$ cat src/rtl/sstf_pkg.sv
`timescale 1ns / 1ps

package sstf_pkg;

    // queue geometry
    localparam int QUEUE_DEPTH = 32;
    localparam int SECTOR_BITS = 48;
    localparam int FIELD_BITS  = 48;
    localparam int TAG_BITS    = 8;
    localparam int IDX_W       = (QUEUE_DEPTH > 1) ? $clog2(QUEUE_DEPTH) : 1;
    localparam int CNT_W       = $clog2(QUEUE_DEPTH + 1);
    localparam int SLOT_W      = SECTOR_BITS + TAG_BITS;

    // operation codes
    typedef enum logic [1:0] {
        OP_ADD      = 2'd0,
        OP_DISPATCH = 2'd1,
        OP_REMOVE   = 2'd2,
        OP_NONE     = 2'd3
    } t_op;

    // result status codes
    typedef enum logic [1:0] {
        ST_OK    = 2'd0,
        ST_FULL  = 2'd1,
        ST_EMPTY = 2'd2,
        ST_NOTAG = 2'd3
    } t_status;

    // result of the shared compare unit for one slot
    typedef struct packed {
        logic [SECTOR_BITS-1:0] distance;
        logic                   closer;
        logic                   right;
        logic                   tag_hit;
    } t_cmp_res;

    // 48-bit port field to internal sector width
    function automatic logic [SECTOR_BITS-1:0] to_sector(input logic [FIELD_BITS-1:0] f);
        logic [SECTOR_BITS-1:0] s;
        for (int i = 0; i < SECTOR_BITS; i++) begin
            s[i] = (i < FIELD_BITS) ? f[i] : 1'b0;
        end
        return s;
    endfunction

    // internal sector width to 48-bit port field
    function automatic logic [FIELD_BITS-1:0] to_field(input logic [SECTOR_BITS-1:0] s);
        logic [FIELD_BITS-1:0] f;
        for (int i = 0; i < FIELD_BITS; i++) begin
            f[i] = (i < SECTOR_BITS) ? s[i] : 1'b0;
        end
        return f;
    endfunction

endpackage

$ cat src/rtl/sstf_ram.sv
`timescale 1ns / 1ps

module sstf_ram #(
    parameter int WIDTH = 8,
    parameter int DEPTH = 32
) (
    input  logic                                     i_clk,
    input  logic                                     i_wr_en,
    input  logic [((DEPTH > 1) ? $clog2(DEPTH) : 1)-1:0] i_wr_addr,
    input  logic [WIDTH-1:0]                         i_wr_data,
    input  logic                                     i_rd_en,
    input  logic [((DEPTH > 1) ? $clog2(DEPTH) : 1)-1:0] i_rd_addr,
    output logic [WIDTH-1:0]                         o_rd_data
);

    logic [WIDTH-1:0] r_mem [DEPTH];
    logic [WIDTH-1:0] r_rd_data;

    // one write port, one registered read port
    always_ff @(posedge i_clk) begin
        if (i_wr_en) begin
            r_mem[i_wr_addr] <= i_wr_data;
        end
        if (i_rd_en) begin
            r_rd_data <= r_mem[i_rd_addr];
        end
    end

    assign o_rd_data = r_rd_data;

endmodule

$ cat src/rtl/sstf_cmp_unit.sv
`timescale 1ns / 1ps

module sstf_cmp_unit
    import sstf_pkg::*;
(
    input  logic [SECTOR_BITS-1:0] i_head,
    input  logic [SECTOR_BITS-1:0] i_sector,
    input  logic [SECTOR_BITS-1:0] i_best_dist,
    input  logic [TAG_BITS-1:0]    i_slot_tag,
    input  logic [TAG_BITS-1:0]    i_req_tag,
    output t_cmp_res               o_res
);

    logic                   above;
    logic [SECTOR_BITS-1:0] distance;

    // absolute distance from the head
    assign above    = i_sector > i_head;
    assign distance = above ? (i_sector - i_head) : (i_head - i_sector);

    // strictly closer than the best so far, direction, tag match
    always_comb begin
        o_res.distance = distance;
        o_res.closer   = distance < i_best_dist;
        o_res.right    = above;
        o_res.tag_hit  = i_slot_tag == i_req_tag;
    end

endmodule

$ cat src/rtl/sstf_request_scheduler.sv
`timescale 1ns / 1ps
// every operation but the unused code scans all QUEUE_DEPTH slots, one slot per cycle
// through the slot RAM's registered read port and the shared compare unit
// the result is registered in S_DONE after the scan; the unused code skips the scan
// one item at a time: the next input transfer waits until S_DONE has loaded the result
// register, and S_DONE waits while a waiting result still holds the output register
// synchronous active-low reset empties the queue (valid bits) and sets the head to 0;
// slot RAM contents are not cleared

module sstf_request_scheduler
    import sstf_pkg::*;
(
    input  logic                  i_clk,
    input  logic                  i_rst_n,
    input  logic                  i_in_valid,
    output logic                  o_in_ready,
    input  logic [1:0]            i_operation,
    input  logic [FIELD_BITS-1:0] i_request_sector,
    input  logic [TAG_BITS-1:0]   i_request_tag,
    output logic                  o_out_valid,
    input  logic                  i_out_ready,
    output logic [1:0]            o_status,
    output logic [TAG_BITS-1:0]   o_chosen_tag,
    output logic [FIELD_BITS-1:0] o_chosen_sector,
    output logic                  o_seek_right
);

    typedef enum logic [1:0] {
        S_IDLE,
        S_SCAN,
        S_DONE
    } t_state;

    localparam logic [CNT_W-1:0] DEPTH_CNT = CNT_W'(QUEUE_DEPTH);

    t_state                 r_state, n_state;
    logic [CNT_W-1:0]       r_cnt, n_cnt;
    logic                   r_pend, n_pend;
    logic [IDX_W-1:0]       r_pend_idx, n_pend_idx;
    logic                   r_pend_v, n_pend_v;
    logic                   r_found, n_found;
    logic [IDX_W-1:0]       r_best_idx, n_best_idx;
    logic [SECTOR_BITS-1:0] r_best_dist, n_best_dist;
    logic [SECTOR_BITS-1:0] r_best_sector, n_best_sector;
    logic [TAG_BITS-1:0]    r_best_tag, n_best_tag;
    logic                   r_best_right, n_best_right;
    t_op                    r_op, n_op;
    logic [SECTOR_BITS-1:0] r_req_sector, n_req_sector;
    logic [TAG_BITS-1:0]    r_req_tag, n_req_tag;
    logic [SECTOR_BITS-1:0] r_head, n_head;
    logic [QUEUE_DEPTH-1:0] r_slot_valid, n_slot_valid;
    logic                   r_out_valid, n_out_valid;
    t_status                r_status, n_status;
    logic [TAG_BITS-1:0]    r_out_tag, n_out_tag;
    logic [FIELD_BITS-1:0]  r_out_sector, n_out_sector;
    logic                   r_out_right, n_out_right;

    logic                   ram_wr_en;
    logic                   ram_rd_en;
    logic [IDX_W-1:0]       ram_rd_addr;
    logic [SLOT_W-1:0]      ram_wr_data;
    logic [SLOT_W-1:0]      ram_rd_data;
    logic [SECTOR_BITS-1:0] rd_sector;
    logic [TAG_BITS-1:0]    rd_tag;
    t_cmp_res               cmp;

    // slot store: {tag, sector}
    sstf_ram #(
        .WIDTH (SLOT_W),
        .DEPTH (QUEUE_DEPTH)
    ) u_slot_ram (
        .i_clk     (i_clk),
        .i_wr_en   (ram_wr_en),
        .i_wr_addr (r_best_idx),
        .i_wr_data (ram_wr_data),
        .i_rd_en   (ram_rd_en),
        .i_rd_addr (ram_rd_addr),
        .o_rd_data (ram_rd_data)
    );

    assign rd_sector   = ram_rd_data[SECTOR_BITS-1:0];
    assign rd_tag      = ram_rd_data[SECTOR_BITS +: TAG_BITS];
    assign ram_wr_data = {r_req_tag, r_req_sector};
    assign ram_rd_addr = r_cnt[IDX_W-1:0];

    // shared distance / tag compare unit
    sstf_cmp_unit u_cmp (
        .i_head      (r_head),
        .i_sector    (rd_sector),
        .i_best_dist (r_best_dist),
        .i_slot_tag  (rd_tag),
        .i_req_tag   (r_req_tag),
        .o_res       (cmp)
    );

    // sequencer next state
    always_comb begin
        n_state       = r_state;
        n_cnt         = r_cnt;
        n_pend        = r_pend;
        n_pend_idx    = r_pend_idx;
        n_pend_v      = r_pend_v;
        n_found       = r_found;
        n_best_idx    = r_best_idx;
        n_best_dist   = r_best_dist;
        n_best_sector = r_best_sector;
        n_best_tag    = r_best_tag;
        n_best_right  = r_best_right;
        n_op          = r_op;
        n_req_sector  = r_req_sector;
        n_req_tag     = r_req_tag;
        n_head        = r_head;
        n_slot_valid  = r_slot_valid;
        n_out_valid   = r_out_valid;
        n_status      = r_status;
        n_out_tag     = r_out_tag;
        n_out_sector  = r_out_sector;
        n_out_right   = r_out_right;
        ram_wr_en     = 1'b0;
        ram_rd_en     = 1'b0;

        // output transfer frees the result register
        if (r_out_valid && i_out_ready) begin
            n_out_valid = 1'b0;
        end

        case (r_state)
            S_IDLE: begin
                if (i_in_valid) begin
                    n_op         = t_op'(i_operation);
                    n_req_sector = to_sector(i_request_sector);
                    n_req_tag    = i_request_tag;
                    n_cnt        = '0;
                    n_pend       = 1'b0;
                    n_found      = 1'b0;
                    n_best_dist  = '0;
                    n_state      = (t_op'(i_operation) == OP_NONE) ? S_DONE : S_SCAN;
                end
            end
            S_SCAN: begin
                // evaluate the slot read in the previous cycle
                if (r_pend) begin
                    case (r_op)
                        OP_ADD: begin
                            if (!r_pend_v && !r_found) begin
                                n_found    = 1'b1;
                                n_best_idx = r_pend_idx;
                            end
                        end
                        OP_DISPATCH: begin
                            if (r_pend_v && (!r_found || cmp.closer)) begin
                                n_found       = 1'b1;
                                n_best_idx    = r_pend_idx;
                                n_best_dist   = cmp.distance;
                                n_best_sector = rd_sector;
                                n_best_tag    = rd_tag;
                                n_best_right  = cmp.right;
                            end
                        end
                        OP_REMOVE: begin
                            if (r_pend_v && cmp.tag_hit && !r_found) begin
                                n_found    = 1'b1;
                                n_best_idx = r_pend_idx;
                            end
                        end
                        default: begin
                        end
                    endcase
                end
                // issue the next slot read, or drain
                if (r_cnt < DEPTH_CNT) begin
                    ram_rd_en  = 1'b1;
                    n_pend     = 1'b1;
                    n_pend_idx = r_cnt[IDX_W-1:0];
                    n_pend_v   = r_slot_valid[r_cnt[IDX_W-1:0]];
                    n_cnt      = r_cnt + 1'b1;
                end else begin
                    n_pend = 1'b0;
                    if (!r_pend) begin
                        n_state = S_DONE;
                    end
                end
            end
            S_DONE: begin
                if (!r_out_valid || i_out_ready) begin
                    n_out_valid  = 1'b1;
                    n_status     = ST_OK;
                    n_out_tag    = '0;
                    n_out_sector = '0;
                    n_out_right  = 1'b0;
                    case (r_op)
                        OP_ADD: begin
                            if (r_found) begin
                                ram_wr_en                = 1'b1;
                                n_slot_valid[r_best_idx] = 1'b1;
                            end else begin
                                n_status = ST_FULL;
                            end
                        end
                        OP_DISPATCH: begin
                            if (r_found) begin
                                n_slot_valid[r_best_idx] = 1'b0;
                                n_head       = r_best_sector;
                                n_out_tag    = r_best_tag;
                                n_out_sector = to_field(r_best_sector);
                                n_out_right  = r_best_right;
                            end else begin
                                n_status = ST_EMPTY;
                            end
                        end
                        OP_REMOVE: begin
                            if (r_found) begin
                                n_slot_valid[r_best_idx] = 1'b0;
                            end else begin
                                n_status = ST_NOTAG;
                            end
                        end
                        default: begin
                        end
                    endcase
                    n_state = S_IDLE;
                end
            end
            default: begin
                n_state = S_IDLE;
            end
        endcase
    end

    // state and registered outputs
    always_ff @(posedge i_clk) begin
        if (!i_rst_n) begin
            r_state      <= S_IDLE;
            r_cnt        <= '0;
            r_pend       <= 1'b0;
            r_found      <= 1'b0;
            r_head       <= '0;
            r_slot_valid <= '0;
            r_out_valid  <= 1'b0;
        end else begin
            r_state      <= n_state;
            r_cnt        <= n_cnt;
            r_pend       <= n_pend;
            r_found      <= n_found;
            r_head       <= n_head;
            r_slot_valid <= n_slot_valid;
            r_out_valid  <= n_out_valid;
        end
        r_pend_idx    <= n_pend_idx;
        r_pend_v      <= n_pend_v;
        r_best_idx    <= n_best_idx;
        r_best_dist   <= n_best_dist;
        r_best_sector <= n_best_sector;
        r_best_tag    <= n_best_tag;
        r_best_right  <= n_best_right;
        r_op          <= n_op;
        r_req_sector  <= n_req_sector;
        r_req_tag     <= n_req_tag;
        r_status      <= n_status;
        r_out_tag     <= n_out_tag;
        r_out_sector  <= n_out_sector;
        r_out_right   <= n_out_right;
    end

    assign o_in_ready      = (r_state == S_IDLE);
    assign o_out_valid     = r_out_valid;
    assign o_status        = r_status;
    assign o_chosen_tag    = r_out_tag;
    assign o_chosen_sector = r_out_sector;
    assign o_seek_right    = r_out_right;

endmodule
$ cat config.mk
export PLATFORM = sky130hd
export DESIGN_NAME = sstf_request_scheduler
export DESIGN_NICKNAME = d
export VERILOG_FILES = /design/src/rtl/sstf_pkg.sv /design/src/rtl/sstf_ram.sv /design/src/rtl/sstf_cmp_unit.sv /design/src/rtl/sstf_request_scheduler.sv
export SDC_FILE = /design/constraint.sdc
export NUM_CORES = 2
export LEC_CHECK = 0
export BUFFER_PORTS_ARGS = -buffer_cell sky130_fd_sc_hd__buf_4
export CAP_MARGIN = 30
export CORE_ASPECT_RATIO = 1.25
export CORE_UTILIZATION = 25
export CTS_CLUSTER_SIZE = 25
export DETAILED_ROUTE_END_ITERATION = 16
export PLACE_DENSITY_LB_ADDON = 0.3
export REMOVE_ABC_BUFFERS = 1
export SLEW_MARGIN = 20
export SYNTH_ARGS = -nofsm -noshare
export SYNTH_HDL_FRONTEND = slang
export SYNTH_SLANG_ARGS = --single-unit
$ cat constraint.sdc
create_clock -name i_clk -period 11.45 [get_ports i_clk]
set_clock_uncertainty 0.15 [all_clocks]
set_input_delay 0.5725 -clock i_clk [delete_from_list [all_inputs] [get_ports i_clk]]
set_output_delay 0.5725 -clock i_clk [all_outputs]
set_load 0.03 [all_outputs]
==> results by group <==
Timing
  • RSZ-0062 raised after global routing: no
  • Fmax: roughly 130 MHz
  • Final worst path period need: 7.52 ns
  • Final setup vio count: 0
  • Pins Over Slew Limit: 0
  • Final worst slack: 3.93 ns
  • Final Hold Viols: 0
  • Fin crit share: 0.656
  • Fin Setup TNS: 0 ns
  • Max-Slew Margin vs Limit: 0.323
  • Worst slew pin tran: 1.02 ns

Floorplanning
  • Die area: 358000 um^2
  • IO Count: 123
  • FP Rows: 244
  • Core Area: 354000 um^2
  • Die Ht: approximately 670 um
  • Initial Utilization: 0.252
  • Die X-Extent: 535 um

Critical path
  • Worst Path Arrival: 7.81 ns
  • WS Path Type: reg2reg
  • Crit path max fanout: 36
  • Critical path endpoint category: flop
  • Reg-to-reg slack, setup: 3.93 ns
  • Crit start category: flop
  • CP required: 11.75 ns

Routing
  • DR vias: roughly 46000
  • Final wirelength: 263000 um
  • Vias per cell: 4.65
  • Routed length per placed instance: 26.8 um
  • Iteration-0 DRC Markers: 4221
  • Final ANT Viol Nets: 0
  • DRC: 0
  • Drt first pass iters: 6

Run status
  • Status: finished clean

Final layout
  • Share of layout cells above drive strength 1: 0.249
  • Final nets: 5163
  • Final design area excluding fillers: slightly above 100000 um^2
  • Syn-to-layout area delta: 16.7%

Yosys
  • Most used DFF post-synth: edfxtp_1
  • YS warnings: 0
  • Asr flop ratio synth: 0
  • Area contributors post-synth: edfxtp_1 (70%), mux4_2 (14%), ha_1 (2.1%)
  • Post-synth EDFFs: 2081
  • Synth top area share: 0.703
  • Register area share after synthesis: 0.723
  • Flops & latches, synth: 2172
  • Syn Area/Cell: about 19 um^2
  • Synthesized instance count: roughly 4700
  • Syn Std Cell Area: 88900 um^2
  • Distinct cells, synth: 98
  • Cell taking the most area after synthesis: edfxtp_1

Clock tree
  • TritonCTS clock tree: built
  • Post-CTS Setup Repair Bufs: 0
  • Clock Latency Late Sink: 0.90 ns
  • CTS resizes: 0
  • Clk slew on worst S/H paths: around 0.07 ns
  • TritonCTS buffer count: 211
  • Max Root-Sink Buffers: 4
  • Number of buffers inserted by hold repair at cts: ~60
  • Clk sink count: 2172
  • Root Buffer Master: clkbuf_16
  • H-tree depth: 4

GRT
  • Gr usage total: 0.145
  • Grt total ovfl: 0
  • Initial antenna violation count: 16
  • First-pass GRT wire length: 370000 um
  • Vias in the first global route: 47500
  • Largest net degree at the start of global routing: around 130

Power
  • Max VDD drop: roughly 0.13 mV
  • PD cells: 189 nW/um^2
  • Post-layout total power: 19.6 mW
  • Lkg Pwr: 32.1 nW

Placed design
  • Place WS: ~4.0 ns
  • Post-placement cell area: 96000 um^2
  • RePlAce Congestion: between 0.8 and 0.9
  • Detail Placement HPWL: 151000 um
  • IO Port Bufs: ~120

Job
  • Max Cap Viol: 0

Worst hold path
  • Hold Crit Class: in2reg
==> where the power goes <==
| part | leakage (nW) | switching (mW) | internal, mW |
|---|---|---|---|
| registers | 19.5 | 0.282 | 9.22 |
| clock network | 3.23 | 3.06 | 3.81 |
| logic | 9.38 | 1.90 | 1.35 |
| total | 32.1 | 5.25 | 14.4 |
==> cell usage in the layout, fill, tap and decap left out, drive strengths merged, types with 8 or more instances in the layout <==
| cell type | Yosys | routed |
|---|---|---|
| a21oi | 190 | 190 |
| or3 | 14 | 14 |
| and3 | 67 | 67 |
| dlygate4sd3 | 0 | 61 |
| nor4 | 8 | 8 |
| mux4 | 570 | 570 |
| clkbuf | 145 | 263 |
| diode | 0 | 9 |
| xnor2 | 27 | 27 |
| o22ai | 9 | 9 |
| o211ai | 11 | 11 |
| mux2i | 28 | 28 |
| dfxtp | 91 | 91 |
| mux2 | 63 | 63 |
| and2 | 38 | 38 |
| nor3 | 21 | 21 |
| o21a | 11 | 11 |
| o21ai | 90 | 90 |
| inv | 165 | 170 |
| nor2 | 160 | 160 |
| nand2b | 21 | 21 |
| clkinv | 0 | 91 |
| a21boi | 52 | 52 |
| nand2 | 257 | 257 |
| buf | 94 | 265 |
| o21bai | 26 | 26 |
| a211oi | 12 | 12 |
| nand3 | 24 | 24 |
| nand4 | 44 | 44 |
| bufinv | 0 | 16 |
| a21o | 43 | 43 |
| ha | 147 | 147 |
| a31oi | 11 | 11 |
| nor2b | 13 | 13 |
| edfxtp | 2081 | 2081 |
| xor2 | 26 | 26 |
==> sequential cells by signal (all words and copies together), names as in the netlist, named ones only <==
name and count:
r_req_tag 8, r_best_tag 8, r_state 2, u_slot_ram.o_rd_data 56
o_status 2, r_req_sector 48, o_seek_right 1, r_best_dist 48
r_best_right 1, r_cnt 6, r_found 1, u_slot_ram.r_mem 1792
r_pend_v 1, o_out_valid 1, r_best_idx 5, r_pend_idx 5
o_chosen_tag 8, r_best_sector 48, o_chosen_sector 48, r_op 2
r_head 48, r_pend 1
==> area by class of cell <==
cell class                 instances  area (um^2)
fill                           34700       250000
antenna                            9         22.5
sequential                      2172        64300
clock buffer                     263         5580
multi-input combinational       2076        23300
timing repair buffer             326         3040
clock inverter                   119         1050
tap                             4674         5850
inverter                         165          627
==> path summary, 6_finish.rpt <==
path	startpoint	endpoint	cells past startpoint
setup / recovery	u_slot_ram.o_rd_data[11]$_DFFE_PP_	r_best_tag[5]$_DFFE_PP_	21
hold / removal	i_request_sector[10]	r_req_sector[10]$_DFFE_PP_	2
setup reg to reg	u_slot_ram.o_rd_data[11]$_DFFE_PP_	r_best_tag[5]$_DFFE_PP_	21
hold reg to reg	u_slot_ram.o_rd_data[55]$_DFFE_PP_	r_best_tag[7]$_DFFE_PP_	0
==> worst max-delay path, cell delays in order, from the launching register on <==
cell and delay, ns:
edfxtp_1 0.42, ha_1 0.59, nand4_1 0.36, nor4_1 0.69, and2_1 0.34, nand2_2 0.28
nand2_4 0.57, inv_4 0.26, and3_1 0.24, a31oi_2 0.21, xor2_1 0.30, ha_1 0.31
a21o_1 0.16, a21o_1 0.16, a211oi_1 0.23, o21bai_1 0.09, a21oi_1 0.12, and3b_1 0.22
nand3_1 0.13, a21oi_4 0.15, buf_4 0.41, buf_4 0.60
==> layer usage <==
| layer | track usage | wire (um) | vias up |
|---|---|---|---|
| met5 | 0 | 37 | - |
| met4 | 0.0360 | 6380 | 6 |
| met3 | 0.0164 | 10700 | 303 |
| met2 | 0.258 | 135000 | 1156 |
| met1 | 0.185 | 110000 | 24800 |
| li1 | - | - | 19400 |
==> cell families after synthesis <==
logic type                 share of synthesized area
and+or+nand+nor                               0.0376
buffers and inverters                         0.0184
xor gates and xnor gates                     0.00522
DFF                                            0.723
AOI/OAI and AO/OA                             0.0389
muxes                                          0.156
adders and majority gates                     0.0211
==> through the flow <==
| stage | std cells | util | hold WS [ns] |
|---|---|---|---|
| 5_1_grt | 9798 | 0.293 | 0.195 |
| 2_1_floorplan | 4413 | - | 0.250 |
| 3_3_place_gp | 9314 | 0.271 | 0.257 |
| 6_report | 9804 | 0.293 | 0.230 |
| 4_1_cts | 9765 | 0.292 | 0.151 |
| 3_5_place_dp | 9322 | 0.272 | 0.257 |
==> cells in the mapped netlist, drive strengths merged (67+ instances only) <==
cell	n
edfxtp	2081
mux4	570
nand2	257
a21oi	190
inv	165
nor2	160
ha	147
clkbuf	145
buf	94
dfxtp	91
o21ai	90
and3	67
Power figures use the tool's default switching activity.
